[config.mk]
export PLATFORM = sky130hd
export DESIGN_NAME = mm4_cell
export DESIGN_NICKNAME = d
export VERILOG_FILES = /design/src/rtl/mm4_pkg.sv /design/src/rtl/mm4_cell.sv
export SDC_FILE = /design/constraint.sdc
export NUM_CORES = 2
export LEC_CHECK = 0
export BUFFER_PORTS_ARGS = -buffer_cell sky130_fd_sc_hd__buf_4
export CORE_AREA = 2 2 306 308
export DETAILED_ROUTE_END_ITERATION = 10
export DIE_AREA = 0 0 308 310
export GPL_ROUTABILITY_DRIVEN = 1
export PLACE_DENSITY = 0.85
export SLEW_MARGIN = 5
export SYNTH_ARGS = -nofsm -noshare
export SYNTH_HDL_FRONTEND = slang
export SYNTH_SLANG_ARGS = --single-unit
[constraint.sdc]
create_clock -name clk -period 8.8 [get_ports clk]
set_clock_uncertainty 0.2 [all_clocks]
set_input_delay 0.44 -clock clk [delete_from_list [all_inputs] [get_ports clk]]
set_output_delay 0.44 -clock clk [all_outputs]
set_load 0.02 [all_outputs]
[src/rtl/mm4_pkg.sv]
// Shared types and constants for the 4x4 fixed-point matrix multiplier.
// No dependencies; imported by mm4_cell and matrix4_multiply.
`timescale 1ns / 1ps

package mm4_pkg;

	// Width of the element position field on the result stream.
	localparam int POS_W = 4;

	// Control tag that travels down the cell chain with each right-matrix element.
	typedef struct packed {
		logic valid;  // a right-matrix element is present
		logic first;  // first term of a dot product (k = 0)
		logic last;   // last term of a dot product (k = DIM-1)
	} mm4_tag_t;

endpackage

[src/rtl/mm4_cell.sv]
// One row cell of the multiplier chain: holds one row of the left matrix and
// accumulates the dot product for that row. Depends on mm4_pkg.
`timescale 1ns / 1ps

module mm4_cell import mm4_pkg::*; #(
	parameter int DIM = 4,
	parameter int EW  = 32,
	parameter int KW  = 2,
	parameter int AW  = 66,
	parameter int ROW = 0
) (
	input  logic                 clk,
	input  logic                 arst_n,
	input  logic                 en,
	input  logic                 wr_en,
	input  logic [KW-1:0]        wr_row,
	input  logic [KW-1:0]        wr_col,
	input  logic signed [EW-1:0] wr_data,
	input  mm4_tag_t             tag_in,
	input  logic [KW-1:0]        k_in,
	input  logic signed [EW-1:0] b_in,
	output mm4_tag_t             tag_out,
	output logic [KW-1:0]        k_out,
	output logic signed [EW-1:0] b_out,
	output logic                 done,
	output logic signed [AW-1:0] acc
);

	logic signed [EW-1:0]   a_q [DIM];
	logic signed [2*EW-1:0] prod_s1;
	mm4_tag_t               tag_s1;
	mm4_tag_t               tag_q;
	logic [KW-1:0]          k_q;
	logic signed [EW-1:0]   b_q;
	logic signed [AW-1:0]   prod_ext;
	logic signed [AW-1:0]   acc_q;
	logic                   done_q;

	// Row storage of the left matrix, written while the operands are loaded.
	always_ff @(posedge clk) begin
		if (wr_en && (wr_row == KW'(ROW))) begin
			a_q[wr_col] <= wr_data;
		end
	end

	// Hand the right-matrix element and its tag on to the next cell.
	always_ff @(posedge clk or negedge arst_n) begin
		if (!arst_n) begin
			tag_q  <= '0;
			tag_s1 <= '0;
			done_q <= 1'b0;
		end else if (en) begin
			tag_q  <= tag_in;
			tag_s1 <= tag_in;
			done_q <= tag_s1.valid && tag_s1.last;
		end
	end

	always_ff @(posedge clk) begin
		if (en) begin
			k_q <= k_in;
			b_q <= b_in;
		end
	end

	// Multiply stage: row element times the passing column element.
	always_ff @(posedge clk) begin
		if (en) begin
			prod_s1 <= a_q[k_in] * b_in;
		end
	end

	assign prod_ext = {{(AW-2*EW){prod_s1[2*EW-1]}}, prod_s1};

	// Accumulate stage: restart on the first term of each dot product.
	always_ff @(posedge clk) begin
		if (en && tag_s1.valid) begin
			if (tag_s1.first) begin
				acc_q <= prod_ext;
			end else begin
				acc_q <= acc_q + prod_ext;
			end
		end
	end

	assign tag_out = tag_q;
	assign k_out   = k_q;
	assign b_out   = b_q;
	assign done    = done_q;
	assign acc     = acc_q;

endmodule

==> impl_metrics.tcl <==
set metrics [dict create \
    status "complete, no violations" \
    synth_edf_count 292 \
    yosysWarnings 0 \
    cts_buffers 38 \
    area_delta_synth_final_pct 11.6 \
    ys.flop_type "edfxtp_1" \
    overflow 0 \
    first_pass_iters 7 \
    crit_path_frequent_cell "fa_1" \
    viasPerCell 5.60 \
    dp_hpwl_um 109000 \
    slew_violations 0 \
    synth_top_area_frac 0.431 \
    gp_congestion 0.961 \
    post-route-min-period_ns 8.60 \
    fin_util 0.607 \
    synth_area_leader_cell "fa_1" \
    drive_above_1_share 0.111 \
    nNetsFinal 6635 \
    post-route-period-util 0.977 \
    cts_buffer_depth 3 \
    avgSynthCellArea_um2 10.2 \
    synth_most_common_cell "fa_1" \
    grt_max_degree 93 \
    rows 112 \
    die_y_um 310 \
    fillCellCount 6927 \
    drcViolationCount 0 \
    grt_pass1_wl_um 210000 \
    port_buffers 180 \
    cp_slowest_cell "fa_1" \
    synth_top_family_by_area "adder cells" \
    avgRoutedWirePerCell_um 20.5 \
    cp_max_fo 4 \
    yosys.area_share.simple 0.137 \
    worst-path-stages 27 \
    routed_wirelength_um 133000 \
    crit_type "reg2reg" \
    cts_tree "yes" \
    synth_fp_nets 6351 \
    synthTopCellsByArea "fa_1 (43%), edfxtp_1 (17%), inv_1 (7.8%)" \
    worst_pin_slew_ns 0.895 \
    cp_top_family "adder cells" \
    cts-htree-levels 2 \
    fp.dieW_um 308 \
    clk_latency_ns 0.60 \
    cap_violations 0 \
    synth_cells 4942 \
    hold_path_class "in2reg" \
    crit_path_end_kind "flip-flop" \
    rsz0062_at_grt "true" \
    antenna_found_initial 5 \
    synth-xor-area-share 0.0198 \
    yosysSeqAreaShare 0.176 \
    synth_area_um2 50300 \
    ys_types 73 \
    crit_required_ns 9.02 \
    min_path_cells 1 \
    worstPathArrival_ns 8.82 \
    start_kind "flip-flop" \
    finalSetupViolCount 0 \
    yosys_register_bits 296 \
    start_util 0.544 \
    critPathMaxStageDelay_ns 0.59 \
    core_area_um2 92500 \
    fmax_mhz 116 \
    clkTransAtPathRegs_ns 0.07 \
    hold_viol_final 0 \
    synthMuxAreaShare 0.0161 \
    synthAdderAreaFrac 0.493 \
    grt_pass1_vias 39500 \
    vias 36200 \
    clock_sinks 296 \
    r2r_cells 27 \
    synth_common_cells "fa_1 (1083), inv_1 (1045), nand2_1 (625)" \
    synth_compound_area_frac 0.0618 \
    root_buffer "clkbuf_16" \
    path_buf_inv 5 \
    slew_headroom 0.403 \
    grt.total_usage 0.284 \
    drtIter0Drc 3543 \
    io_pins 181 \
    die-area_um2 95500 \
    antenna_left 0 \
    synthArstFlopShare 0.0135 \
]
## final cells by class
class | count | area [um2] | share of cell area
diodes | 2 | 5.00 | 0.0000892
well taps | 1197 | 1500 | 0.0267
clock inverters | 23 | 216 | 0.00386
multi-input cells | 3366 | 36800 | 0.655
inverters | 1045 | 3930 | 0.0699
repair buffers | 479 | 3860 | 0.0687
flip-flops and latches | 296 | 8870 | 0.158
clock buffers | 46 | 1000 | 0.0179
## sequential cells by signal (all words and copies together), names as in the netlist
name / count
done: 1
prod_s1: 64
tag_out: 3
acc: 66
a_q: 128
k_out: 2
b_out: 32
## path summary, 6_finish.rpt
path | start | to | slack [ns]
worst max-delay path | a_q[3][19] | prod_s1[62] | 0.20
worst min-delay path | b_in[10] | b_out[10] | 0.06
worst max register to register | a_q[3][19] | prod_s1[62] | 0.20
worst min register to register | done | done | 0.33
max in group asynchronous | arst_n | tag_out[1] | 7.60
min in group asynchronous | arst_n | tag_out[1] | 0.59
## routing by layer
layer	up-vias	wire [um]	GRT usage
met5	-	23	0
met4	4	5780	0.109
met3	391	15400	0.0818
met2	1971	60800	0.457
met1	18100	50500	0.366
li1	15700	-	-
## worst register-to-register path, cell delays in order, from the launching register on
cell and delay (ns):
edfxtp_1 0.43, mux4_2 0.56, buf_4 0.17, and2_1 0.15
ha_1 0.27, inv_1 0.06, fa_1 0.55, fa_1 0.45
fa_1 0.59, inv_1 0.07, fa_1 0.49, fa_1 0.51
fa_1 0.49, inv_1 0.05, fa_1 0.48, inv_1 0.06
ha_1 0.29, and3_4 0.21, or3b_4 0.39, o221ai_1 0.14
o21bai_2 0.15, o31a_2 0.21, o21ai_1 0.10, a211o_1 0.34
a211o_1 0.32, a211o_1 0.32, and4b_1 0.21, a311oi_2 0.18
## cell usage in the layout, fill, tap and decap left out, drive strengths merged, types with 15 or more instances in the layout
cell type	Yosys	routed
xnor2	73	73
nor2b	15	15
nand4	19	19
inv	1045	1052
ha	249	249
mux4	32	33
o21bai	20	20
nand3	25	25
buf	10	442
edfxtp	292	292
nand2	625	625
xor2	41	41
nor2	88	88
a21oi	139	139
clkbuf	226	46
and3	20	20
fa	1083	1083
nor3	19	19
o21ai	123	123
dlygate4sd3	0	37
and2	516	516
a21o	91	91
nand2b	26	26
## stage by stage
stage / instance area [um2] / hold WS, ns / worst slack, ns / setup TNS (ns) / std cells
after global routing: 56100 / 0.0487 / -0.0736 / -0.116 / 6452
after floorplan: 50400 / -0.0556 / 0.00463 / 0 / 4942
after detailed placement: 54400 / 0.0468 / -0.332 / -1.86 / 6342
final: 56100 / 0.0561 / 0.200 / 0 / 6454
after CTS: 56000 / 0.0302 / 0.0666 / 0 / 6448
after global placement: 54400 / 0.0471 / -0.137 / -0.424 / 6342
## cell families (layout without fill, tap and decap cells)
family	count (synthesis)	count (layout)
mux	40	41
simple gates	1389	1389
buf+inv	1281	1593
compound gates	490	490
flops	296	296
fa+ha+maj	1332	1332
xor+xnor	114	114
other cells	0	2
## what timing repair did
action,CTS,global route
resized for setup,0,22
setup endpoints to repair,0,8
hold endpoints to repair,135,0
hold buffers,37,0
buffers inserted,0,3
Power is left out: the tool's default activity adds up to more than one toggle a clock period on the data nets, which glitch-free logic cannot reach.
